`src/hw/rtl/rbs_pkg.sv`:
```
`default_nettype none
package rbs_pkg;

  localparam int COORD_FRAC_BITS = 16;
  localparam int COORD_W = 32;
  localparam int DIFF_W  = COORD_W + 1;
  localparam int DEN_W   = COORD_W;
  localparam int QW      = COORD_W;
  localparam int NUM_W   = DIFF_W + COORD_FRAC_BITS;
  localparam int CMP_W   = DEN_W + QW;
  localparam int THR_W   = 16;
  localparam int DIST_W  = 31;

  localparam logic [THR_W-1:0] THR_RESET = THR_W'(1);
  localparam logic signed [COORD_W-1:0] T_MAX = {1'b0, {(COORD_W-1){1'b1}}};
  localparam logic signed [COORD_W-1:0] T_MIN = {1'b1, {(COORD_W-1){1'b0}}};

  // pipeline depth: input reg, 2 front stages, divider, 4 merge stages
  localparam int FRONT_LAT = 2;
  localparam int DIV_LAT   = QW + 1;
  localparam int MERGE_LAT = 4;
  localparam int LAT       = 1 + FRONT_LAT + DIV_LAT + MERGE_LAT;

  typedef struct packed {
    logic signed [COORD_W-1:0] origin_x;
    logic signed [COORD_W-1:0] origin_y;
    logic signed [COORD_W-1:0] origin_z;
    logic signed [COORD_W-1:0] direction_x;
    logic signed [COORD_W-1:0] direction_y;
    logic signed [COORD_W-1:0] direction_z;
    logic signed [COORD_W-1:0] box_min_x;
    logic signed [COORD_W-1:0] box_min_y;
    logic signed [COORD_W-1:0] box_min_z;
    logic signed [COORD_W-1:0] box_max_x;
    logic signed [COORD_W-1:0] box_max_y;
    logic signed [COORD_W-1:0] box_max_z;
  } rbs_in_t;

  typedef struct packed {
    logic              hit;
    logic [DIST_W-1:0] hit_distance;
  } rbs_out_t;

  // per-axis flags that bypass the divider
  typedef struct packed {
    logic par;
    logic pmiss;
  } rbs_side_t;

  // one division request
  typedef struct packed {
    logic [NUM_W-1:0] num;
    logic [DEN_W-1:0] den;
    logic             neg;
    logic             ovf;
  } rbs_divreq_t;

endpackage
`default_nettype wire

```
`src/hw/rtl/rbs_div.sv`:
```
`default_nettype none
module rbs_div (
  input  wire                        clk,
  input  wire rbs_pkg::rbs_divreq_t  req_i,
  output logic signed [31:0]         t_o
);
  import rbs_pkg::*;

  // restoring divider, one quotient bit per stage, MSB first
  logic [NUM_W-1:0] rem_r [QW+1];
  logic [DEN_W-1:0] den_r [QW+1];
  logic [QW-1:0]    q_r   [QW+1];
  logic             neg_r [QW+1];
  logic             ovf_r [QW+1];
  logic signed [31:0] t_nxt, t_r;

  always_comb begin
    rem_r[0] = req_i.num;
    den_r[0] = req_i.den;
    q_r[0]   = '0;
    neg_r[0] = req_i.neg;
    ovf_r[0] = req_i.ovf;
  end

  for (genvar k = 0; k < QW; k++) begin : g_stage
    logic [CMP_W-1:0] sub;
    logic             ge;
    always_comb begin
      sub = CMP_W'(den_r[k]) << (QW - 1 - k);
      ge  = CMP_W'(rem_r[k]) >= sub;
    end
    always_ff @(posedge clk) begin
      rem_r[k+1] <= ge ? NUM_W'(CMP_W'(rem_r[k]) - sub) : rem_r[k];
      den_r[k+1] <= den_r[k];
      q_r[k+1]   <= {q_r[k][QW-2:0], ge};
      neg_r[k+1] <= neg_r[k];
      ovf_r[k+1] <= ovf_r[k];
    end
  end

  // sign and saturation
  always_comb begin
    if (ovf_r[QW]) begin
      t_nxt = neg_r[QW] ? T_MIN : T_MAX;
    end else if (neg_r[QW]) begin
      t_nxt = (q_r[QW] > QW'(T_MIN)) ? T_MIN : signed'(~q_r[QW] + QW'(1));
    end else begin
      t_nxt = q_r[QW][QW-1] ? T_MAX : signed'(q_r[QW]);
    end
  end

  always_ff @(posedge clk) begin
    t_r <= t_nxt;
  end

  assign t_o = t_r;
endmodule
`default_nettype wire

```
`config.mk`:
```
export PLATFORM = sky130hd
export DESIGN_NAME = rbs_div
export DESIGN_NICKNAME = d
export VERILOG_FILES = /design/src/hw/rtl/rbs_pkg.sv /design/src/hw/rtl/rbs_div.sv
export SDC_FILE = /design/constraint.sdc
export NUM_CORES = 2
export LEC_CHECK = 0
export BUFFER_PORTS_ARGS = -buffer_cell sky130_fd_sc_hd__clkbuf_2
export CAP_MARGIN = 10
export CORE_MARGIN = 5
export CORE_UTILIZATION = 60
export DETAILED_ROUTE_END_ITERATION = 8
export PLACE_DENSITY = 0.79
export SLEW_MARGIN = 30
export SYNTH_ARGS = -nofsm -noshare
export SYNTH_HDL_FRONTEND = slang
export SYNTH_SLANG_ARGS = --single-unit
```
`constraint.sdc`:
```
create_clock -name clk -period 10.05 [get_ports clk]
set_clock_uncertainty 0.05 [all_clocks]
set_input_delay 1.005 -clock clk [delete_from_list [all_inputs] [get_ports clk]]
set_output_delay 1.005 -clock clk [all_outputs]
set_load 0.01 [all_outputs]
```
# Yosys cells after proc, flatten, opt, wreduce, memory -nomap -nowiden
# Index checks and enable logic that the tools add are counted.
# totals
reg_bits	3135
inputBits	84
wordCells	261
# classes
add_sub_neg	32
n_lt_le_gt_ge	33
mux	36
bitwise_logic	1
# ops
operator	count
$mux 49	31
$sub 49x49->49	15
$mux 32	4
$ge 49x63->1	1
$ge 49x62->1	1
$ge 49x61->1	1
$ge 49x60->1	1
$ge 49x59->1	1
$ge 49x58->1	1
$ge 49x57->1	1
$ge 49x56->1	1
$ge 49x55->1	1
$ge 49x54->1	1
$ge 49x53->1	1
$ge 49x52->1	1
$ge 49x51->1	1
$ge 49x50->1	1
$ge 49x32->1	1
$ge 49x33->1	1
$ge 49x34->1	1
$ge 49x35->1	1
$ge 49x36->1	1
$ge 49x37->1	1
$ge 49x38->1	1
other kinds (31)	31

# Longest topological paths before layout
# depth
depth_word	5
mapped_depth	17
ltp_nobuf	15

# Least setup slack after synthesis
# No wires, ideal clock.
# synth_path
kind	input -> register
start	input port req_i[65] (netlist bit)
end	register rem_r[1558] (netlist bit)
setup_ns	0.121
t_arrival_ns	3.920
path_slack_ns	5.960
path_stages	16
path_buffers	1
path_cell_list	inv_1 ha_1 fa_1 nor2b_1 o21ai_0 a21oi_1 o21ai_0 a21oi_1 a21oi_1 o21ai_0 a221o_1 o21a_1 nor2_1 inv_2 buf_1 mux2_2
# synth_between
elab_chain_len	2
elab_cells_between_ends	3
classes_between	1 x add/sub; 1 x order compare; 1 x mux
# synth_lines
item	line_no	text
start: declaration	rbs_div.sv:4	input wire rbs_pkg::rbs_divreq_t req_i,
$ge 49x63->1	rbs_div.sv:30	ge = CMP_W'(rem_r[k]) >= sub;
net g_stage[0].ge	rbs_div.sv:27	logic ge;
$mux 49	rbs_div.sv:33	rem_r[k+1] <= ge ? NUM_W'(CMP_W'(rem_r[k]) - sub) : rem_r[k];
end signal: indexed assignment	rbs_div.sv:33	
end: declaration	rbs_div.sv:10	logic [NUM_W-1:0] rem_r [QW+1];
# The timed path passes the listed nets, and every way through them passes these cells.

# Worst setup path after layout
# layout_path
start	register rem_r[199] (netlist bit)
end	register rem_r[190] (netlist bit)
# layout_between
elab_chain_len	2
elab_cells_between_ends	3
classes_between	1 x add/sub; 1 x order compare; 1 x mux
# layout_lines
item	line_no
$sub 49x35->49 or $ge 49x35->1 (tied branches)	rbs_div.sv:33, rbs_div.sv:30
$mux 49 *	rbs_div.sv:33
# Every way passes the cells marked *; elsewhere a longest branch is shown, timed or not.

==> metrics.md <==
| Metric | Value |
|---|---|
| Syn Nets | `14000` |
| Hpwl dp | `254600 um` |
| Startpoint Class | `register` |
| Core area | `0.2089 mm^2` |
| Power density over the cells | `311.8 mW/mm^2` |
| Initial antenna violation count | `31` |
| Yosys warnings | `0` |
| Most frequent cells in the layout | `dfxtp_1 (3134), inv_1 (1186), a21oi_1 (986), nand2_1 (971), ha_1 (920)` |
| Critical Path End Type | `register` |
| Total grt overflow | `0` |
| Mapped Area | `0.1257 mm^2` |
| Die Wd | `467.6 um` |
| Cells after synthesis | `12960` |
| Ys flop type | `dfxtp_1` |
| # DRC | `0` |
| CP arrival | `5600 ps` |
| Nets@finish | `14160` |
| Fin crit period | `4786 ps` |
| Floorplan row count | `168` |
| Leak pwr | `63.44 nW` |
| Crit path top cell by count | `o21ai_0` |
| Largest net degree at the start of global routing | `76` |
| PortBufs | `115` |
| Max Cap Viol | `0` |
| R2R setup slack | `5260 ps` |
| DR vias/cell | `5.705` |
| Worst-Skew Late Latency | `970 ps` |
| Fin crit share | `47.62%` |
| Crit path kind | `register to register` |
| Clock share of power | `28.1%` |
| Vias | `92370` |
| CP max FO | `19` |
| Final hold vios | `0` |
| Most common cell after layout, fill and taps aside | `dfxtp_1` |
| Clock transition at the registers of the reported paths | `60 ps` |
| Clk root buf | `clkbuf_16` |
| Share of cells above drive strength 1 | `7.911%` |
| Area growth syn-to-layout | `11.61%` |
| Unrepaired setup endpoints after global routing | `false` |
| CTS tree | `built` |
| Comb power frac | `34.1%` |
| Vias in the first global route | `90870` |
| Internal power | `28.46 mW` |
| Initial DRC Count | `7789` |
| Final setup fails | `0` |
| GRT Total Usage | `29.24%` |
| WL final | `327400 um` |
| CP required | `10860 ps` |
| VDD IR max | `0.2527 mV` |
| Switching Share | `34.91%` |
| Status | `complete, no violations` |
| # fillers | `16160` |
| Pre-Repair DR Iteration Count | `7` |
| #FFs+latches synth | `3135` |
| Sequential fraction of design power | `37.8%` |
| Synth Area per Inst | `9.692 um^2` |
| Clk sinks | `3135` |
| Final GP Congestion | `0.9969` |
| Pins Over Slew Limit | `0` |
| Die Span Y | `467.6 um` |
| H-tree depth | `5` |
| CP max-delay cell | `or4b_2` |
| Worst path max stage delay | `770 ps` |
| PnR worst setup slack | `5264 ps` |
| Sequential area share after synthesis | `49.95%` |
| Initial Utilization | `60.14%` |
| CTS resizes | `0` |
| Inserted Clock Buffers | `322` |
| Hold-fix buffers at CTS | `0` |
| Tightest Hold Check Type | `primary input to register` |
| Post-CTS setup buffer count | `0` |
| Number of synthesized flops with an enable pin | `0` |
| Peak Freq | `209.0 MHz` |
| NetSw | `15.27 mW` |
| Synth cell types | `92` |
| Ys async rst share | `0%` |
| Setup TNS | `0 ps` |
| Ports | `116` |
| Global-route wire length before repair | `505900 um` |
| Least-Margin Pin Slew | `1178 ps` |
| CTS max path bufs | `4` |
| Setup WS pre-CTS | `5242 ps` |
| CP cell instances | `inv_1 -> ha_1 -> fa_1 -> nor2b_1 -> o21ai_0 -> a21oi_1 -> o21ai_0 -> o31ai_1 -> o21bai_1 -> o21ai_0 -> a31oi_4 -> or4b_2 -> nor4_1 -> xor2_1` |
| Routed len/inst | `20.22 um` |
| Die area | `0.2187 mm^2` |
| Post-route ant nets | `0` |
| Total power | `43.73 mW` |
| Max_slew headroom | `20.64%` |
[synthesized netlist by cell type, types with 65 or more instances]
master | instances | area share, %
nor4_1 | 180 | 0.90
nand4_1 | 186 | 0.93
a31oi_1 | 100 | 0.50
and3_1 | 76 | 0.38
dfxtp_1 | 3135 | 50
nand3_1 | 199 | 0.79
nor2b_1 | 139 | 0.69
a21oi_1 | 992 | 4.0
xnor2_1 | 492 | 3.4
inv_1 | 1186 | 3.5
nor2_1 | 683 | 2.0
a21o_1 | 481 | 2.9
xor2_1 | 388 | 2.7
nor3_1 | 182 | 0.72
o21ai_0 | 845 | 3.4
clkbuf_1 | 281 | 0.84
nand2_1 | 971 | 2.9
o21a_1 | 107 | 0.64
ha_1 | 920 | 9.2
or3_1 | 65 | 0.32
mux2_2 | 268 | 2.4
o21bai_1 | 126 | 0.75
nand2b_1 | 139 | 0.69
[cells by family after synthesis]
group | after synthesis | share of synthesized area (%)
muxes | 287 | 2.553
DFF | 3135 | 49.95
AOI/OAI and AO/OA | 3126 | 15.20
buffers and inverters | 1502 | 4.508
adders and majority gates | 951 | 9.655
and+or+nand+nor | 3083 | 12.00
xor gates and xnor gates | 880 | 6.134
[power groups by stage]
| stage | Sequential (mW) | Combinational [mW] | Clock [mW] |
|---|---|---|---|
| 5_1_grt | 16.7 | 16.4 | 13.0 |
| 2_1_floorplan | 15.8 | 11.2 | 0 |
| 4_1_cts | 16.5 | 14.6 | 12.5 |
| 3_3_place_gp | 16.7 | 14.2 | 0 |
| 6_report | 16.5 | 14.9 | 12.3 |
| 3_5_place_dp | 16.7 | 14.5 | 0 |
[worst paths after layout]
| kind | cells past startpoint | to | startpoint |
|---|---|---|---|
| worst max-delay path | 14 | rem_r[190] | rem_r[199] |
| worst min-delay path | 1 | neg_r[31] | req_i[1] |
| worst max register to register | 14 | rem_r[190] | rem_r[199] |
| worst min register to register | 0 | q_r[105] | q_r[136] |
[flip-flops by register name (all words and copies together) (netlist names)]
| name | cells |
|---|---|
| q_r | 528 |
| den_r | 992 |
| rem_r | 1519 |
| neg_r | 32 |
| ovf_r | 32 |
| t_o | 32 |
[critical path, delay by kind of cell, from the launching register on]
family	cells	cell delay, ps
simple gates	3	1140
buf+inv	1	60
compound gates	7	2350
fa+ha+maj	2	650
flops	1	320
xor+xnor	1	180
[final cells by class]
type	count	area [um^2]	share of cell area, %
antenna	25	62.56	0.04461
clock buffer	428	9236	6.586
clock inverter	131	1823	1.300
inverter	1187	4456	3.177
multi-input combinational	8327	57540	41.02
sequential	3135	62760	44.75
tap	2805	3510	2.502
timing repair buffer	153	860.8	0.6138
[layer usage]
metal | vias up | global-route usage, % | part of all wire (%) | wire length, um
li1 | 45100 | - | - | -
met1 | 43550 | 36.60 | 42 | 137300
met2 | 2934 | 48.90 | 46 | 151900
met3 | 773 | 4.831 | 5.9 | 19410
met4 | 14 | 14.83 | 5.6 | 18480
met5 | - | 0 | 0.095 | 310
[per-stage QoR]
step	util (%)	hold WS, ps	std cells	cell area [um^2]
finish	67.12	115.9	16190	140200
floorplan	-	259.6	12960	125700
global route	67.11	66.49	16190	140200
detailed placement	61.79	262.1	15610	129100
CTS	67.08	41.48	16170	140200
global placement	61.79	259.6	15610	129100
(Power assumes the default switching activity.)
