`src/hw/rtl/rbs_pkg.sv`:
```
`default_nettype none
package rbs_pkg;

  localparam int COORD_FRAC_BITS = 16;
  localparam int COORD_W = 32;
  localparam int DIFF_W  = COORD_W + 1;
  localparam int DEN_W   = COORD_W;
  localparam int QW      = COORD_W;
  localparam int NUM_W   = DIFF_W + COORD_FRAC_BITS;
  localparam int CMP_W   = DEN_W + QW;
  localparam int THR_W   = 16;
  localparam int DIST_W  = 31;

  localparam logic [THR_W-1:0] THR_RESET = THR_W'(1);
  localparam logic signed [COORD_W-1:0] T_MAX = {1'b0, {(COORD_W-1){1'b1}}};
  localparam logic signed [COORD_W-1:0] T_MIN = {1'b1, {(COORD_W-1){1'b0}}};

  // pipeline depth: input reg, 2 front stages, divider, 4 merge stages
  localparam int FRONT_LAT = 2;
  localparam int DIV_LAT   = QW + 1;
  localparam int MERGE_LAT = 4;
  localparam int LAT       = 1 + FRONT_LAT + DIV_LAT + MERGE_LAT;

  typedef struct packed {
    logic signed [COORD_W-1:0] origin_x;
    logic signed [COORD_W-1:0] origin_y;
    logic signed [COORD_W-1:0] origin_z;
    logic signed [COORD_W-1:0] direction_x;
    logic signed [COORD_W-1:0] direction_y;
    logic signed [COORD_W-1:0] direction_z;
    logic signed [COORD_W-1:0] box_min_x;
    logic signed [COORD_W-1:0] box_min_y;
    logic signed [COORD_W-1:0] box_min_z;
    logic signed [COORD_W-1:0] box_max_x;
    logic signed [COORD_W-1:0] box_max_y;
    logic signed [COORD_W-1:0] box_max_z;
  } rbs_in_t;

  typedef struct packed {
    logic              hit;
    logic [DIST_W-1:0] hit_distance;
  } rbs_out_t;

  // per-axis flags that bypass the divider
  typedef struct packed {
    logic par;
    logic pmiss;
  } rbs_side_t;

  // one division request
  typedef struct packed {
    logic [NUM_W-1:0] num;
    logic [DEN_W-1:0] den;
    logic             neg;
    logic             ovf;
  } rbs_divreq_t;

endpackage
`default_nettype wire

```
`src/hw/rtl/rbs_front.sv`:
```
`default_nettype none
module rbs_front (
  input  wire                            clk,
  input  wire logic signed [31:0]        o_i,
  input  wire logic signed [31:0]        d_i,
  input  wire logic signed [31:0]        lo_i,
  input  wire logic signed [31:0]        hi_i,
  input  wire logic [rbs_pkg::THR_W-1:0] thr_i,
  output rbs_pkg::rbs_divreq_t           req_lo_o,
  output rbs_pkg::rbs_divreq_t           req_hi_o,
  output rbs_pkg::rbs_side_t             side_o
);
  import rbs_pkg::*;

  logic signed [DIFF_W-1:0] dlo, dhi, dlo_r, dhi_r;
  logic [DEN_W-1:0]         dmag, dmag_r;
  logic                     dneg_r;
  logic [THR_W-1:0]         thr_eff;
  rbs_side_t                side_nxt, side_r, side2_r;
  logic [DIFF_W-1:0]        mlo, mhi;
  rbs_divreq_t              rlo_nxt, rhi_nxt, rlo_r, rhi_r;

  // stage 1: slab differences, direction magnitude, parallel test
  always_comb begin
    dlo = {lo_i[31], lo_i} - {o_i[31], o_i};
    dhi = {hi_i[31], hi_i} - {o_i[31], o_i};
    dmag = d_i[31] ? DEN_W'(~d_i + 32'sd1) : DEN_W'(d_i);
    thr_eff = (thr_i == '0) ? THR_W'(1) : thr_i;
    side_nxt.par = dmag < DEN_W'(thr_eff);
    side_nxt.pmiss = (o_i < lo_i) || (o_i > hi_i);
  end

  always_ff @(posedge clk) begin
    dlo_r  <= dlo;
    dhi_r  <= dhi;
    dmag_r <= dmag;
    dneg_r <= d_i[31];
    side_r <= side_nxt;
  end

  // stage 2: unsigned numerators, quotient sign, overflow check
  always_comb begin
    mlo = dlo_r[DIFF_W-1] ? (~dlo_r + DIFF_W'(1)) : dlo_r;
    mhi = dhi_r[DIFF_W-1] ? (~dhi_r + DIFF_W'(1)) : dhi_r;
    rlo_nxt.num = {mlo, {COORD_FRAC_BITS{1'b0}}};
    rhi_nxt.num = {mhi, {COORD_FRAC_BITS{1'b0}}};
    rlo_nxt.den = dmag_r;
    rhi_nxt.den = dmag_r;
    rlo_nxt.neg = dlo_r[DIFF_W-1] != dneg_r;
    rhi_nxt.neg = dhi_r[DIFF_W-1] != dneg_r;
    rlo_nxt.ovf = CMP_W'(rlo_nxt.num) >= {dmag_r, {QW{1'b0}}};
    rhi_nxt.ovf = CMP_W'(rhi_nxt.num) >= {dmag_r, {QW{1'b0}}};
  end

  always_ff @(posedge clk) begin
    rlo_r   <= rlo_nxt;
    rhi_r   <= rhi_nxt;
    side2_r <= side_r;
  end

  assign req_lo_o = rlo_r;
  assign req_hi_o = rhi_r;
  assign side_o   = side2_r;
endmodule
`default_nettype wire

```
`config.mk`:
```
export PLATFORM = sky130hd
export DESIGN_NAME = rbs_front
export DESIGN_NICKNAME = d
export VERILOG_FILES = /design/src/hw/rtl/rbs_pkg.sv /design/src/hw/rtl/rbs_front.sv
export SDC_FILE = /design/constraint.sdc
export NUM_CORES = 1
export LEC_CHECK = 0
export BUFFER_PORTS_ARGS = -buffer_cell sky130_fd_sc_hd__buf_2
export CORE_MARGIN = 1
export CORE_UTILIZATION = 27
export DETAILED_ROUTE_END_ITERATION = 16
export SETUP_SLACK_MARGIN = 0.3
export SYNTH_ARGS = -nofsm -noshare
export SYNTH_HDL_FRONTEND = slang
export SYNTH_SLANG_ARGS = --single-unit
```
`constraint.sdc`:
```
create_clock -name clk -period 11.59 [get_ports clk]
set_input_delay 1.159 -clock clk [delete_from_list [all_inputs] [get_ports clk]]
set_output_delay 1.159 -clock clk [all_outputs]
set_load 0.02 [all_outputs]
```
* After elaboration in Yosys (flattened, before gate mapping) *
Index checks and enable logic that the tools add are counted.

storage, ports and cells
  bits in registers = 205
  bits of input ports = 145
  output and inout bits = 168

operators by class
  add/sub/neg operators = 5
  magnitude comparators = 5
  equal/unequal tests = 2
  multiplexer cells = 4
  bitwise operators = 3
  reductions and logical operators = 2

operator list
  cell                                           count
  >= comparator 49 x 64 -> 1 bit                 2
  adder 33 x 2 -> 33 bit, second input constant  2
  two-way mux 33 bit                             2
  inverter 33 bit                                2
  subtractor 32 x 32 -> 33 bit                   2
  adder 32 x 2 -> 32 bit, second input constant  1
  > comparator 32 bit                            1
  < comparator 32 x 16 -> 1 bit                  1
  < comparator 32 bit                            1
  two-way mux 32 bit                             1
  inverter 32 bit                                1
  zero test 16 bit                               1
  two-way mux 16 bit                             1
  inequality test 1 bit                          2
  logical OR 1 bit                               1

* Logic depth before layout (Yosys ltp) *
  word-level depth = 4
  mapped depth = 17

* Worst setup path before layout *
Ideal clock, no wire load.

  path type = register to register
  start point = register dlo_r[3]
  end point = register rlo_r (netlist bit req_lo_o[0])
  arrival time = 4.840 ns
  required time = 11.498 ns
  setup slack = 6.657 ns
  cell stages (with the launch flop) = 18
  buffers on the path = 1
  period minus slack after synthesis = 4.933 ns
  cell sequence = dfxtp_1 -> or3_4 -> or4_4 -> nand2b_4 -> or4_4 -> buf_6 -> or4_4 -> or4_4 -> o31ai_2 -> xnor2_1 -> ha_1 -> nand4_1 -> nor2_1 -> nand4_1 -> or4b_2 -> nor4_1 -> nand4bb_1 -> o32ai_1

RTL lines
  element                 line             source
  from (decl)             rbs_front.sv:15  logic signed [DIFF_W-1:0] dlo, dhi, dlo_r, dhi_r;
  from (signal assigned)  rbs_front.sv:34  dlo_r <= dlo;
  to (signal assigned)    rbs_front.sv:56  rlo_r <= rlo_nxt;
  to (decl)               rbs_front.sv:21  rbs_divreq_t rlo_nxt, rhi_nxt, rlo_r, rhi_r;

==> summary.txt <==
Flop2flop setup slack -> 6380 ps
Core footprint -> 42200 sq um
Internal power component -> 0.00164 W
Remaining number of nets flagged by the antenna check after routing -> 0
Multi-input gate area -> 6710 sq um
Largest voltage drop on the vdd net -> 0.0925 mV
Clock Root Buffer -> sky130_fd_sc_hd__clkbuf_16
Endpoint with the worst hold slack -> side_o[0]$_DFF_P_
Detail-routed via count per cell -> 4.80
FMAX -> 192 MHz
Area of the die -> 44000 sq um
DRC -> 0
Clock-pin transition on the worst setup and hold timing paths -> 60 ps
Post-detailed-routing wire length -> 37700 microns
GRT Residual Overflow -> 0
Ratio of total power to cell area -> 181 nW/um^2
Total Negative Setup Slacks -> 0 ps
Via count -> 10.1k
Drt initial violations -> 621
Starting density of the core -> 27.6%
Count of max-cap constraint violations -> 0
Share of async-settable or async-resettable flops after synthesis -> 0%
Number of unique standard cell types used by synthesis -> 64
H-Tree Depth -> 1
Netlist area before placement -> 11600 sq um
Number of detailed-routing iterations run before antenna repair -> 5
Via count of the first global-routing pass -> 9661
Sequential area share after synthesis -> 35.2%
Floorplan die height -> 210 microns
Synthesized area per cell -> 8.95 sq um
Total net switching power -> 0.000908 W
Most frequent standard cell in the layout excluding fill and tap cells -> sky130_fd_sc_hd__buf_2
Final weighted congestion in routability-driven placement -> 0.900
RSZ-0062 raised after global routing -> false
Half-perimeter wire length of the detailed placement result -> 32300 microns
First-pass GRT wire length -> 56000 microns
Number of antenna violations at the first check in global routing -> 2
Share of total power in sequential cells -> 38.2%
Worst Setup Slack, final -> 6380 ps
Synthesis-to-layout area growth -> 20.7%
Required time of the worst setup path -> 12000 ps
Instance count along the most critical hold path -> 0
Post-Syn Instances -> 1301
Combinational share of power -> 32.2%
Share of cells above drive strength 1 -> 21.7%
Placement Rows -> 75
Worst clock skew -> 12.7 ps
Synthesized flop and latch total -> 205
Type of the worst setup path -> reg -> reg
Commonest cells after routing, fill and taps aside -> 280 x sky130_fd_sc_hd__buf_2, 205 x sky130_fd_sc_hd__dfxtp_1, 120 x sky130_fd_sc_hd__xnor2_1
Arrival @ worst endpoint -> 5630 ps
Final worst-path cycle share -> 45.0%
Cts-stage hold buffer count -> 0
Worst Hold Class -> reg -> reg
TritonCTS clock tree -> done
Max-slew violation total from the final report -> 0
Die W -> 210 microns
Yosys warning count -> 0
Quantity of I/O buffers inserted on ports -> 280
Main flop type after synthesis -> sky130_fd_sc_hd__dfxtp_1
I/O pin cnt -> 313
Critical path launch point type -> flip-flop
Outcome -> completed
Final hold viol count -> 0
Clock share of power -> 29.5%
CTS Buf Count -> 22
Final critical path time including I/O delays and setup -> 5210 ps
Worst Max-Slew Pin Slew -> 787 ps
DR WL/cell -> 17.9 microns
Clock network latency to the later pin of the worst-skew pair -> 510 ps
CP Max Fanout -> 7
Sequential Area -> 4100 sq um
CP endpoint kind -> flip-flop
Count of cells along the worst register-to-register path -> 16
Pin count of the biggest net entering global routing -> 39
Clock sinks -> 205
Tightest slew margin relative to the limit -> 46.9%
Final net count -> 1815
Min-delay src -> side_r[0]$_DFF_P_
Static leakage power -> 6.45 nW
Source of the worst register-to-register timing path -> dlo_r[3]$_DFF_P_
Tot GR Track Use -> 16.7%
Resize count post-CTS -> 0
Number of synthesized flops with an enable pin -> 0
Number of buffers between clock root and the deepest sink -> 3
Final setup viols -> 0
Setup Fix Bufs, Post-CTS -> 0
Worst setup slack after placement -> 6350 ps
Filler cell count -> 4417
Worst R2R End -> req_lo_o[0]$_DFF_P_
Net switching fraction of the power -> 35.6%
[power groups by stage]
stage          combinational, W  sequential [W]  clock [W]
2_1_floorplan          0.000444         0.00106          0
3_3_place_gp           0.000811        0.000993          0
6_report               0.000820        0.000974   0.000752
3_5_place_dp           0.000818        0.000997          0
4_1_cts                0.000821        0.000981   0.000773
5_1_grt                0.000895        0.000992   0.000804
[cells by family after synthesis]
family | count (synthesis) | share of synthesized area [%]
buffers and inverters | 185 | 8.09
AOI/OAI and AO/OA | 309 | 17.4
and+or+nand+nor | 340 | 15.6
xor gates and xnor gates | 140 | 10.5
muxes | 1 | 0.0860
other | 1 | 0.0322
DFF | 205 | 35.2
adders and majority gates | 120 | 13.0
[state kept, by name, indices dropped and copies added, names as in the netlist]
register,flops
dmag_r,32
dneg_r,1
dlo_r,33
side_o,2
req_lo_o,35
side_r,2
dhi_r,33
req_hi_o,67
[cells in the mapped netlist, types with 4 or more instances]
cell type                   instances  area, sq um
sky130_fd_sc_hd__a2111oi_0          4         35.0
sky130_fd_sc_hd__a211oi_1           4         30.0
sky130_fd_sc_hd__a21o_1            37          278
sky130_fd_sc_hd__a21oi_1           73          365
sky130_fd_sc_hd__a221o_1            4         40.0
sky130_fd_sc_hd__a31oi_1            4         25.0
sky130_fd_sc_hd__and2_1             6         37.5
sky130_fd_sc_hd__and3_1            12         75.1
sky130_fd_sc_hd__and4_1             4         35.0
sky130_fd_sc_hd__buf_4             64          480
sky130_fd_sc_hd__clkbuf_1          21         78.8
sky130_fd_sc_hd__dfxtp_1          205         4100
sky130_fd_sc_hd__ha_1             118         1480
sky130_fd_sc_hd__inv_1             97          364
sky130_fd_sc_hd__nand2_1           72          270
sky130_fd_sc_hd__nand2b_1          21          131
sky130_fd_sc_hd__nand3_1           24          120
sky130_fd_sc_hd__nand4_1           20          125
sky130_fd_sc_hd__nor2_1            58          218
sky130_fd_sc_hd__nor2b_1           12         75.1
sky130_fd_sc_hd__nor3_1            37          185
sky130_fd_sc_hd__nor4_1            19          119
sky130_fd_sc_hd__o211ai_1          12         90.1
sky130_fd_sc_hd__o21a_1            16          120
sky130_fd_sc_hd__o21ai_0           77          385
sky130_fd_sc_hd__o31ai_1           29          218
sky130_fd_sc_hd__o41ai_1           11         96.3
sky130_fd_sc_hd__or2_2             12         75.1
sky130_fd_sc_hd__or3_1             11         68.8
sky130_fd_sc_hd__or4_1             15          113
sky130_fd_sc_hd__or4_4              4         45.0
sky130_fd_sc_hd__xnor2_1          120         1050
sky130_fd_sc_hd__xor2_1            20          175
[per-layer routing]
| metal | wire length, microns | vias to the layer above | track usage (%) |
|---|---|---|---|
| met5 | 0 | - | 0 |
| met1 | 17000 | 4589 | 21.8 |
| met2 | 17500 | 424 | 28.8 |
| li1 | - | 5047 | - |
| met3 | 2470 | 48 | 2.35 |
| met4 | 770 | 0 | 4.05 |
[worst max-delay path, stage by stage, from the launching register on]
cell	delay [ps]
sky130_fd_sc_hd__dfxtp_1	330
sky130_fd_sc_hd__or3_4	400
sky130_fd_sc_hd__or4_4	440
sky130_fd_sc_hd__nand2b_4	160
sky130_fd_sc_hd__or4_4	470
sky130_fd_sc_hd__or4_4	520
sky130_fd_sc_hd__or4_4	530
sky130_fd_sc_hd__o31ai_2	250
sky130_fd_sc_hd__xnor2_1	110
sky130_fd_sc_hd__ha_1	300
sky130_fd_sc_hd__nand4_1	120
sky130_fd_sc_hd__nor2_1	230
sky130_fd_sc_hd__nand4_1	110
sky130_fd_sc_hd__or4b_2	610
sky130_fd_sc_hd__nor4_1	200
sky130_fd_sc_hd__nand4bb_1	130
sky130_fd_sc_hd__o32ai_1	220
[layout make-up]
| class | count | share of cell area [%] |
|---|---|---|
| diodes | 1 | 0.0178 |
| clock buffers | 30 | 4.42 |
| clock inverters | 9 | 1.12 |
| inverters | 97 | 2.59 |
| multi-input cells | 942 | 47.8 |
| flip-flops and latches | 205 | 29.2 |
| well taps | 539 | 4.80 |
| repair buffers | 282 | 10.1 |
[worst max path at each step]
stage | startpoint | end | slack [ps] | depth (start not counted)
after floorplan | dlo_r[3]$_DFF_P_ | req_lo_o[0]$_DFF_P_ | 6660 | 17
after global placement | dlo_r[3]$_DFF_P_ | req_lo_o[0]$_DFF_P_ | 6460 | 16
after detailed placement | dlo_r[3]$_DFF_P_ | req_lo_o[0]$_DFF_P_ | 6350 | 16
after CTS | dlo_r[3]$_DFF_P_ | req_lo_o[0]$_DFF_P_ | 6340 | 16
after global routing | dlo_r[3]$_DFF_P_ | req_lo_o[0]$_DFF_P_ | 6080 | 16
final | dlo_r[3]$_DFF_P_ | req_lo_o[0]$_DFF_P_ | 6380 | 16
[per-stage QoR]
stage	utilization, %	instances	instance area, sq um	power (W)	hold WS, ps
floorplan	-	1332	11800	0.00151	310
global placement	31.4	2065	13300	0.00180	316
detailed placement	31.4	2065	13300	0.00181	319
CTS	33.3	2104	14100	0.00258	333
global route	33.3	2104	14100	0.00269	342
finish	33.3	2105	14100	0.00255	329
Note: power is estimated with default switching activity, not from simulation.
