===== src/hw/rtl/rbs_pkg.sv =====
`default_nettype none
package rbs_pkg;

  localparam int COORD_FRAC_BITS = 16;
  localparam int COORD_W = 32;
  localparam int DIFF_W  = COORD_W + 1;
  localparam int DEN_W   = COORD_W;
  localparam int QW      = COORD_W;
  localparam int NUM_W   = DIFF_W + COORD_FRAC_BITS;
  localparam int CMP_W   = DEN_W + QW;
  localparam int THR_W   = 16;
  localparam int DIST_W  = 31;

  localparam logic [THR_W-1:0] THR_RESET = THR_W'(1);
  localparam logic signed [COORD_W-1:0] T_MAX = {1'b0, {(COORD_W-1){1'b1}}};
  localparam logic signed [COORD_W-1:0] T_MIN = {1'b1, {(COORD_W-1){1'b0}}};

  // pipeline depth: input reg, 2 front stages, divider, 4 merge stages
  localparam int FRONT_LAT = 2;
  localparam int DIV_LAT   = QW + 1;
  localparam int MERGE_LAT = 4;
  localparam int LAT       = 1 + FRONT_LAT + DIV_LAT + MERGE_LAT;

  typedef struct packed {
    logic signed [COORD_W-1:0] origin_x;
    logic signed [COORD_W-1:0] origin_y;
    logic signed [COORD_W-1:0] origin_z;
    logic signed [COORD_W-1:0] direction_x;
    logic signed [COORD_W-1:0] direction_y;
    logic signed [COORD_W-1:0] direction_z;
    logic signed [COORD_W-1:0] box_min_x;
    logic signed [COORD_W-1:0] box_min_y;
    logic signed [COORD_W-1:0] box_min_z;
    logic signed [COORD_W-1:0] box_max_x;
    logic signed [COORD_W-1:0] box_max_y;
    logic signed [COORD_W-1:0] box_max_z;
  } rbs_in_t;

  typedef struct packed {
    logic              hit;
    logic [DIST_W-1:0] hit_distance;
  } rbs_out_t;

  // per-axis flags that bypass the divider
  typedef struct packed {
    logic par;
    logic pmiss;
  } rbs_side_t;

  // one division request
  typedef struct packed {
    logic [NUM_W-1:0] num;
    logic [DEN_W-1:0] den;
    logic             neg;
    logic             ovf;
  } rbs_divreq_t;

endpackage
`default_nettype wire


===== src/hw/rtl/rbs_merge.sv =====
`default_nettype none
module rbs_merge (
  input  wire                       clk,
  input  wire logic signed [31:0]   t1_i [3],
  input  wire logic signed [31:0]   t2_i [3],
  input  wire rbs_pkg::rbs_side_t   side_i [3],
  output rbs_pkg::rbs_out_t         res_o
);
  import rbs_pkg::*;

  logic signed [31:0] lo_r [3];
  logic signed [31:0] hi_r [3];
  logic miss1_r, miss2_r, miss3_r;
  logic signed [31:0] n2_r, f2_r, lo2_r, hi2_r, n3_r, f3_r;
  rbs_out_t res_nxt, res_r;

  // M1: order entry/exit, parallel axes leave the interval open
  always_ff @(posedge clk) begin
    for (int a = 0; a < 3; a++) begin
      if (side_i[a].par) begin
        lo_r[a] <= T_MIN;
        hi_r[a] <= T_MAX;
      end else begin
        lo_r[a] <= (t1_i[a] > t2_i[a]) ? t2_i[a] : t1_i[a];
        hi_r[a] <= (t1_i[a] > t2_i[a]) ? t1_i[a] : t2_i[a];
      end
    end
    miss1_r <= (side_i[0].par & side_i[0].pmiss) | (side_i[1].par & side_i[1].pmiss) |
               (side_i[2].par & side_i[2].pmiss);
  end

  // M2: merge x and y
  always_ff @(posedge clk) begin
    n2_r    <= (lo_r[1] > lo_r[0]) ? lo_r[1] : lo_r[0];
    f2_r    <= (hi_r[1] < hi_r[0]) ? hi_r[1] : hi_r[0];
    lo2_r   <= lo_r[2];
    hi2_r   <= hi_r[2];
    miss2_r <= miss1_r;
  end

  // M3: merge z
  always_ff @(posedge clk) begin
    n3_r    <= (lo2_r > n2_r) ? lo2_r : n2_r;
    f3_r    <= (hi2_r < f2_r) ? hi2_r : f2_r;
    miss3_r <= miss2_r;
  end

  // M4: hit decision and distance
  always_comb begin
    res_nxt.hit = !miss3_r && !f3_r[31] && (n3_r <= f3_r);
    if (!res_nxt.hit) begin
      res_nxt.hit_distance = '0;
    end else begin
      res_nxt.hit_distance = n3_r[31] ? f3_r[DIST_W-1:0] : n3_r[DIST_W-1:0];
    end
  end

  always_ff @(posedge clk) begin
    res_r <= res_nxt;
  end

  assign res_o = res_r;
endmodule
`default_nettype wire


===== config.mk =====
export PLATFORM = sky130hd
export DESIGN_NAME = rbs_merge
export DESIGN_NICKNAME = d
export VERILOG_FILES = /design/src/hw/rtl/rbs_pkg.sv /design/src/hw/rtl/rbs_merge.sv
export SDC_FILE = /design/constraint.sdc
export NUM_CORES = 1
export LEC_CHECK = 0
export ABC_AREA = 1
export BUFFER_PORTS_ARGS = -buffer_cell sky130_fd_sc_hd__buf_2
export CAP_MARGIN = 5
export CELL_PAD_IN_SITES_DETAIL_PLACEMENT = 1
export CELL_PAD_IN_SITES_GLOBAL_PLACEMENT = 2
export CORE_ASPECT_RATIO = 1.2
export CORE_MARGIN = 10
export CORE_UTILIZATION = 31
export CTS_CLUSTER_SIZE = 12
export DETAILED_ROUTE_END_ITERATION = 10
export PLACE_DENSITY_LB_ADDON = 0.1
export SYNTH_ARGS = -nofsm -noshare
export SYNTH_HDL_FRONTEND = slang
export SYNTH_SLANG_ARGS = --single-unit

===== constraint.sdc =====
create_clock -name clk -period 1.79 [get_ports clk]
set_input_delay 0.2685 -clock clk [delete_from_list [all_inputs] [get_ports clk]]
set_output_delay 0.2685 -clock clk [all_outputs]
set_load 0.02 [all_outputs]

== After elaboration in Yosys (flattened, before gate mapping) ==
Memories as Yosys holds them, arrays and structs flattened. A register that Yosys moved wholly into a read port is not among the register bits.
Index checks and enable logic that the tools add are counted.
Word-level totals
  latch bits: 0
  memory bits (read-only): 0
  memories kept: 2
  bits of input ports: 199
  bits in registers: 163
  word-level logic and storage cells: 60
  RAM bits: 192
Memory list
  hi_r: depth 3, width 32, rd ports 3, clocked after memory_dff 1, wr ports 3, RTL line rbs_merge.sv:12  | logic signed [31:0] hi_r [3];
  lo_r: depth 3, width 32, rd ports 3, clocked after memory_dff 1, wr ports 3, RTL line rbs_merge.sv:11  | logic signed [31:0] lo_r [3];
Operators by class
  shift operators: 0
  add/sub/neg operators: 0
  mux-type cells: 26
  $mul: 0
  equal/unequal tests: 0
  divide/modulo/power cells: 0
  order comparisons: 8
  bitwise operators: 11
  reduce and logical (&&, ||, !) cells: 4
Operators with widths (number)
  2-to-1 mux 32 bit: 16
  greater-than comparator 32 bit: 5
  < comparator 32 bit: 2
  less-or-equal comparator 32 bit: 1
  2-to-1 mux 31 bit: 1
  2-to-1 mux 1 bit: 9
  bitwise OR 1 bit: 8
  bitwise AND 1 bit: 3
  logical AND 1 bit: 2
  zero test 1 bit: 2

== Logic depth before layout (Yosys ltp) ==
Gate-level depths: netlist (run 1).
  depth after elaboration: 3
  mapped depth: 19

== Least setup slack after synthesis (run 1) ==
OpenSTA, ideal clock, no wires.
  path type: input to register
  from: input port t2_i[31] in the netlist's numbering
  to: memory lo_r[2][23]
  slack: -0.079 ns
  arrival time: 1.759 ns
  library setup time: 0.110 ns
  stages: 12
  path buffers: 2
  data required time: 1.680 ns
  cell sequence: inv_1 ha_1 nand2_2 nor2_2 nand2_2 nor2_1 nand2_1 clkbuf_1 clkbuf_1 nand4_1 nand2_1 nor2_2
RTL lines
  start: declaration: RTL line rbs_merge.sv:5  | input wire logic signed [31:0] t2_i [3],
  end: declaration: RTL line rbs_merge.sv:11

== Final worst setup path (run 1) ==
  from: register f3_r[29]
  to: register res_r (netlist bit res_o[18])
Between the ends
  cells in the longest elaborated chain, start to end: 2
Ends and longest elaborated chain
  start: declaration: RTL line rbs_merge.sv:14  | logic signed [31:0] n2_r, f2_r, lo2_r, hi2_r, n3_r, f3_r;
  start signal: assignment: RTL line rbs_merge.sv:44  | f3_r <= (hi2_r < f2_r) ? hi2_r : f2_r;
  less-or-equal comparator 32 bit: RTL line rbs_merge.sv:50  | res_nxt.hit = !miss3_r && !f3_r[31] && (n3_r <= f3_r);
  logical AND 1 bit: RTL line rbs_merge.sv:50
  end signal: assignment: RTL line rbs_merge.sv:59  | res_r <= res_nxt;
  end: declaration: RTL line rbs_merge.sv:15  | rbs_out_t res_nxt, res_r;
Every way passes these cells.
A chain may end at the register's enable or synchronous reset.

==> results of run 1 <==
[synthesized netlist by cell type (23+ instances only)]
cell type  number
dfxtp_1       419
a21oi_1       120
buf_2          63
nand3_1       213
nor2_1        202
inv_1         443
nand2_1       745
clkbuf_1       52
ha_1          254
nor2_2         27
buf_4          23
nand4_1       273
o21ai_0        60
[kinds of logic (layout without fill, tap and decap cells)]
group / count (synthesis) / in the layout / synth area share [%]
and+or+nand+nor: 1491 / 1492 / 30.9
AOI/OAI and AO/OA: 201 / 201 / 4.81
DFF: 419 / 419 / 38.3
adders and majority gates: 254 / 254 / 14.5
buffers and inverters: 601 / 1522 / 11.4
other: 0 / 2 / 0
[through the flow]
stage,cells,TNS [ps]
finish,4808,-67720
global route,4808,-83780
CTS,4749,-66690
detailed placement,4533,-204090
global placement,4533,-189550
floorplan,2966,-2060
[worst reg2reg max path, cell delays in order (launching register included)]
cell and delay [ps]:
dfxtp_2 360, inv_2 60, ha_4 280, nand2_4 50, nor2_4 120, nand2_4 80, nor4b_4 250, buf_4 170
nand4_1 140, buf_4 200, nand3_4 100, nand2_8 100, clkbuf_16 230, nor2_4 100
[placed cells by master, fill, tap and decap left out, types with 54 or more instances in the layout]
cell / instances
nand2_1: 581
buf_4: 556
inv_1: 386
dfxtp_1: 330
nand4_1: 273
buf_2: 230
ha_1: 180
nor2_1: 146
nand2_2: 125
nand3_1: 115
a21oi_1: 79
ha_4: 73
clkbuf_16: 69
dfxtp_2: 69
dlygate4sd3_1: 63
nand3_2: 58
inv_2: 56
buf_12: 54
[flip-flops by register name, indices dropped and copies added (netlist names)]
register	count
hi_r	96
lo_r	96
f2_r	32
f3_r	32
hi2_r	32
lo2_r	32
n2_r	32
n3_r	32
res_o	32
miss1_r	1
miss2_r	1
miss3_r	1
[worst max-delay path by stage]
stage | from | end | slack [ps]
finish | f3_r[29] | res_o[18] | -520
global route | lo_r[0][24] | n2_r[17] | -620
CTS | f2_r[28] | f3_r[16] | -550
detailed placement | t2_i[37] | lo_r[1][6] | -780
global placement | t2_i[37] | lo_r[1][9] | -730
floorplan | n2_r[21] | n3_r[10] | -40
[per-layer routing]
layer	wire length, um	up-vias
met1	40000	11100
met5	0	-
met4	3720	0
li1	-	11400
met3	3040	167
met2	49700	429
[layout make-up]
class | count | area [um2]
antenna | 2 | 5.00
tap | 918 | 1150
clock inverter | 18 | 184
inverter | 447 | 1690
multi-input combinational | 1947 | 14100
fill | 8264 | 34300
clock buffer | 68 | 1370
sequential | 419 | 8550
timing repair buffer | 989 | 8570
[what timing repair did]
action	4_1_cts	5_1_grt
resized for setup	447	430
hold buffers	63	0
setup buffers	45	46
pin swaps	103	123
hold endpoints to repair	61	0
setup endpoints to repair	250	316
gates cloned	25	26
[power groups by stage]
stage | Combinational [mW] | Clock, mW | Sequential (mW)
floorplan | 8.62 | 0 | 12.9
global placement | 14.5 | 0 | 13.2
detailed placement | 15.2 | 0 | 13.3
CTS | 20.6 | 10.0 | 13.3
global route | 25.9 | 10.4 | 13.7
finish | 23.9 | 9.80 | 13.5
==> flow_summary_export.csv, run 1 <==
group,metric,value,unit
outcome,status,"complete, but fails checks",
outcome,violations,"negative setup slack",
global_route,gr-usage-met3,2.89,%
setup_path,slowest_delay,360,ps
global_route,grt_util_met1,25.1,%
detailed_routing,drtIter0Drc,716,
detailed_routing,ant_nets,0,
cts,clkLatencyLatePin,590,ps
synthesis,ys_types,34,
setup_path,reg2regPathDepth,13,
synthesis,syn-num-nets,3419,
setup_path,cp_data_required_time,2310,ps
timing,hold_viol_final,0,
setup_path,path_class,"flip-flop to flip-flop",
timing,skew,26.9,ps
timing,fmax,434,MHz
global_route,grt_use_met2,38.4,%
pwr,power,47.1,mW
floorplan,initial_core_util,31.3,%
pwr,ir_drop,0.873,mV
placement,dp_hpwl,66500,um
placement,place_ws,-780,ps
layout,design_area,0.0356,mm2
cts,h-tree-depth,2,
floorplan,core_region_area,0.0699,mm2
cts,root_buffer,"clkbuf_16",
global_route,grt_pass1_wl,139000,um
timing,fin_ws,-516,ps
synthesis,ys_seq_elements,419,
setup_path,cp-end-kind,"flip-flop",
timing,tightest_slew,567,ps
floorplan,die_h,311,um
detailed_routing,vias,23100,
synthesis,synth-edff-count,0,
pwr,power_frac_comb,50.6,%
pwr,p_leak,18.5,nW
setup_path,worstPathMaxFanout,8,
setup_path,cp_slowest_cell,"dfxtp_2",
pwr,internal_power,28.7,mW
placement,placed_cell_area,0.0281,mm2
timing,fin_crit_sh,129,%
cts,cts.sinks,419,
setup_path,r2r-end,"res_o[18]",
detailed_routing,vias_per_cell,4.81,
cts,numCtsBuffers,48,
flow_run,timing.max_cap.violations,0,
timing,slew_violations,0,
layout,utilization,50.9,%
synthesis,syn_avg_cell_area,7.38,um2
synthesis,synth.area.top_cells,"dfxtp_1 (38%), ha_1 (15%), nand2_1 (13%)",
pwr,switchingPower,18.5,mW
floorplan,fp.dieArea,0.0817,mm2
setup_path,startpoint_type,"flip-flop",
pwr,p_per_area,1320,mW/mm2
timing,hold_ws,28.6,ps
cts,cts_tree,"yes",
setup_path,cp_num_cells,13,
detailed_routing,routedWlPerCell,20.0,um
placement,gp_congestion,0.912,
placement,numPortBuffers,230,
timing,finalSetupViolCount,169,
min_path,hold_end,"hi_r[0][7]",
detailed_routing,wl,96400,um
synthesis,syn_inst,2966,
setup_path,cp.arrival,2830,ps
synthesis,ys_seq_area_share,38.3,%
detailed_routing,post-route-drc-count,0,
layout,final_nets,4305,
synthesis,yosys_warnings,0,
timing,relSlewSlack,62.2,%
layout,syn2layout_area_growth,62.6,%
setup_path,r2r_slack,-520,ps
timing,rsz0062_at_grt,"yes",
floorplan,ioPinCount,231,
setup_path,rr_startpoint,"f3_r[29]",
global_route,grt_usage,21.1,%
cts,cts.clk_slew.worst_paths,60,ps
global_route,grt_busiest_layer,"met2",
synthesis,synth_top_area_cell,"dfxtp_1",
cts,clock_path_buffers,3,
synthesis,yosysTopAreaCellShare,38.3,%
global_route,grt_overflow_total,0,
min_path,min_path_type,"primary input to flip-flop",
global_route,antenna_found_initial,5,
global_route,grt_pass1_vias,24600,
global_route,grt_max_degree,65,
min_path,hp-start,"t2_i[71]",
setup_path,crit_path_cell_trace,"inv_2, ha_4, nand2_4, nor2_4, nand2_4, nor4b_4, buf_4, nand4_1, buf_4, nand3_4, nand2_8, clkbuf_16, nor2_4",
detailed_routing,drtPass1Iterations,4,
min_path,whs_path_depth,4,
setup_path,path_delay_family,"simple AND/OR/NAND/NOR gates",
pwr,swShare,39.2,%
synthesis,netlist_area,0.0219,mm2
floorplan,row_count,106,
synthesis,synthArstFlopShare,0,%
pwr,power_frac_clock,20.8,%
layout,layout-drive-gt1-share,42.3,%
synthesis,ys.flop_type,"dfxtp_1",
pwr,pwr-share-seq,28.6,%
floorplan,die_w,263,um
timing,period_needed,2310,ps
setup_path,crit_buf_inv,4,
Power figures use the tool's default switching activity.
==> run 2: changes to the inputs <==
Settings changed: CORE_UTILIZATION 31 to 32, CTS_BUF_LIST from default to sky130_fd_sc_hd__clkbuf_2, CTS_CLUSTER_DIAMETER from default to 120, REMOVE_ABC_BUFFERS from default to 1.
==> run 2 against run 1 <==
  * The flow still finishes with violations (negative setup slack)
  * Wire length rose by 5.4%
  * Design area grew 2.5%
  * Utilization is 2.7 points higher
  * Worst hold slack got worse by 3.4 ps
  * Clock power down 61%
  * Cell count up 2.2%
  * Clock skew increased by 90 ps
  * Critical path depth decreased by 1
  * Sequential share of layout area is 0.43 points lower
  * First-iteration DRC count increased by 3.5%
  * Count of clock-buffer cells in the layout down 26
  * Critical path type unchanged
  * Largest cell class unchanged
  * Largest power group unchanged
==> flow_summary_export.csv, run 2 (synthesis results as in run 1) <==
group,metric,value,unit
pwr,ir_drop,0.603,mV
timing,skew,117,ps
timing,fmax,423,MHz
global_route,grt_pass1_vias,26100,
setup_path,rr_startpoint,"f2_r[30]",
timing,period_needed,2360,ps
detailed_routing,ant_nets,0,
timing,tightest_slew,716,ps
detailed_routing,routedWlPerCell,20.7,um
layout,final_common_cell,"buf_4",
cts,clkLatencyLatePin,1080,ps
floorplan,ioPinCount,231,
outcome,violations,"negative setup slack",
outcome,status,"complete, but fails checks",
setup_path,slowest_delay,420,ps
setup_path,critPathLaunch,"f2_r[30]",
layout,design_area,0.0365,mm2
layout,multi_input_area,0.0142,mm2
layout,layout-drive-gt1-share,41.2,%
setup_path,startpoint_type,"flip-flop",
pwr,p_leak,18.9,nW
layout,largestRegisters,"hi_r x96, lo_r x96",
setup_path,cp_data_required_time,2730,ps
setup_path,crit_top_cell,"nor2_4",
detailed_routing,drtPass1Iterations,5,
layout,final-seq-area,0.00861,mm2
pwr,p_per_area,1170,mW/mm2
timing,finalSetupViolCount,366,
setup_path,path_class,"flip-flop to flip-flop",
cts,root_buffer,"clkbuf_2",
cts,numCtsBuffers,40,
placement,dp_hpwl,66400,um
layout,syn2layout_area_growth,66.7,%
setup_path,crit_path_cell_trace,"inv_2, ha_4, nand2_4, nor2_4, nand4_1, buf_4, a31oi_4, nor2_4, nand3_4, clkbuf_16, nand3_2, nand2_1",
floorplan,core_region_area,0.0681,mm2
floorplan,fp.dieArea,0.0793,mm2
timing,slew_violations,0,
setup_path,cp_slowest_cell,"dfxtp_4",
timing,relSlewSlack,52.2,%
min_path,min_path_type,"primary input to flip-flop",
floorplan,die_h,307,um
cts,cts.sinks,419,
layout,final_nets,4456,
floorplan,row_count,105,
timing,hold_ws,25.3,ps
detailed_routing,drtIter0Drc,741,
cts,h-tree-depth,2,
layout,most-common-layout-cells,"buf_4 (546), nand2_1 (519), inv_1 (387), dfxtp_1 (284), nand4_1 (273)",
timing,fin_crit_sh,132,%
detailed_routing,vias,24200,
timing,fin_ws,-575,ps
placement,placed_cell_area,0.0280,mm2
detailed_routing,vias_per_cell,4.92,
cts,cts_tree,"yes",
setup_path,worstPathMaxFanout,6,
detailed_routing,post-route-drc-count,0,
placement,numPortBuffers,230,
placement,gp_congestion,0.846,
global_route,antenna_found_initial,1,
cts,cts.clk_slew.worst_paths,230,ps
global_route,grt_usage,22.9,%
global_route,grt_max_degree,65,
setup_path,path_delay_family,"simple AND/OR/NAND/NOR gates",
timing,hold_viol_final,0,
min_path,hp-start,"t2_i[67]",
global_route,grt_pass1_wl,144000,um
floorplan,die_w,259,um
global_route,grt_overflow_total,0,
setup_path,cp.arrival,3310,ps
floorplan,initial_core_util,32.2,%
cts,clock_path_buffers,3,
layout,fillers,8032,
detailed_routing,wl,102000,um
flow_run,timing.max_cap.violations,0,
setup_path,crit_buf_inv,3,
timing,rsz0062_at_grt,"yes",
placement,place_ws,-1040,ps
setup_path,cp-end-kind,"flip-flop",
## run 2: final timing paths
| kind | endpoint | slack [ps] | depth (start not counted) |
|---|---|---|---|
| setup / recovery | f3_r[7] | -570 | 12 |
| hold reg to reg | hi2_r[7] | 290 | 0 |
| hold / removal | lo_r[0][3] | 30 | 7 |
| setup reg to reg | f3_r[7] | -570 | 12 |
## run 2: final cells by class
cell class	count	area share [%]
Antenna cell	1	0.00686
Clock buffer	42	0.576
Inverter	447	4.63
Multi-Input combinational cell	1946	39.0
Sequential cell	419	23.6
Tap cell	909	3.12
Timing Repair Buffer	1149	29.0
## run 2: power by group
group          leakage [nW]  internal (mW)  switching, mW  total (mW)
combinational          15.2           11.7           13.5        25.2
clock                 0.174          0.606           3.23        3.84
sequential             3.53           11.8           1.78        13.6
## run 2: timing repair
action                                 in CTS  in global routing
resized for setup                         378                697
hold buffers                              269                 46
cloned                                     22                 24
setup endpoints to repair                 192                384
buffers inserted                           31                 44
endpoints found under the hold margin     193                 68
pin swaps                                  89                204
## run 2: metrics by stage
stage / setup TNS, ps / instances / utilization [%] / total power [mW]
2_1_floorplan: -418460 / 2812 / - / 20.7
3_3_place_gp: -219250 / 4514 / 41.2 / 28.1
3_5_place_dp: -227250 / 4514 / 41.2 / 28.8
4_1_cts: -90900 / 4876 / 48.7 / 38.4
5_1_grt: -125900 / 4913 / 53.6 / 45.3
6_report: -106210 / 4913 / 53.6 / 42.7
## run 2: per-layer routing
layer | track usage, % | share of wire [%]
met1 | 26.8 | 40
met2 | 41.9 | 52
met3 | 2.94 | 3.2
met4 | 8.43 | 5.1
met5 | 0 | 0
## run 2: tightest hold or removal path, cell delays in order
cell	delay (ps)
dlymetal6s4s_1	170
buf_2	120
inv_1	50
buf_4	120
nand4_1	90
nand2_1	50
nor2_1	90
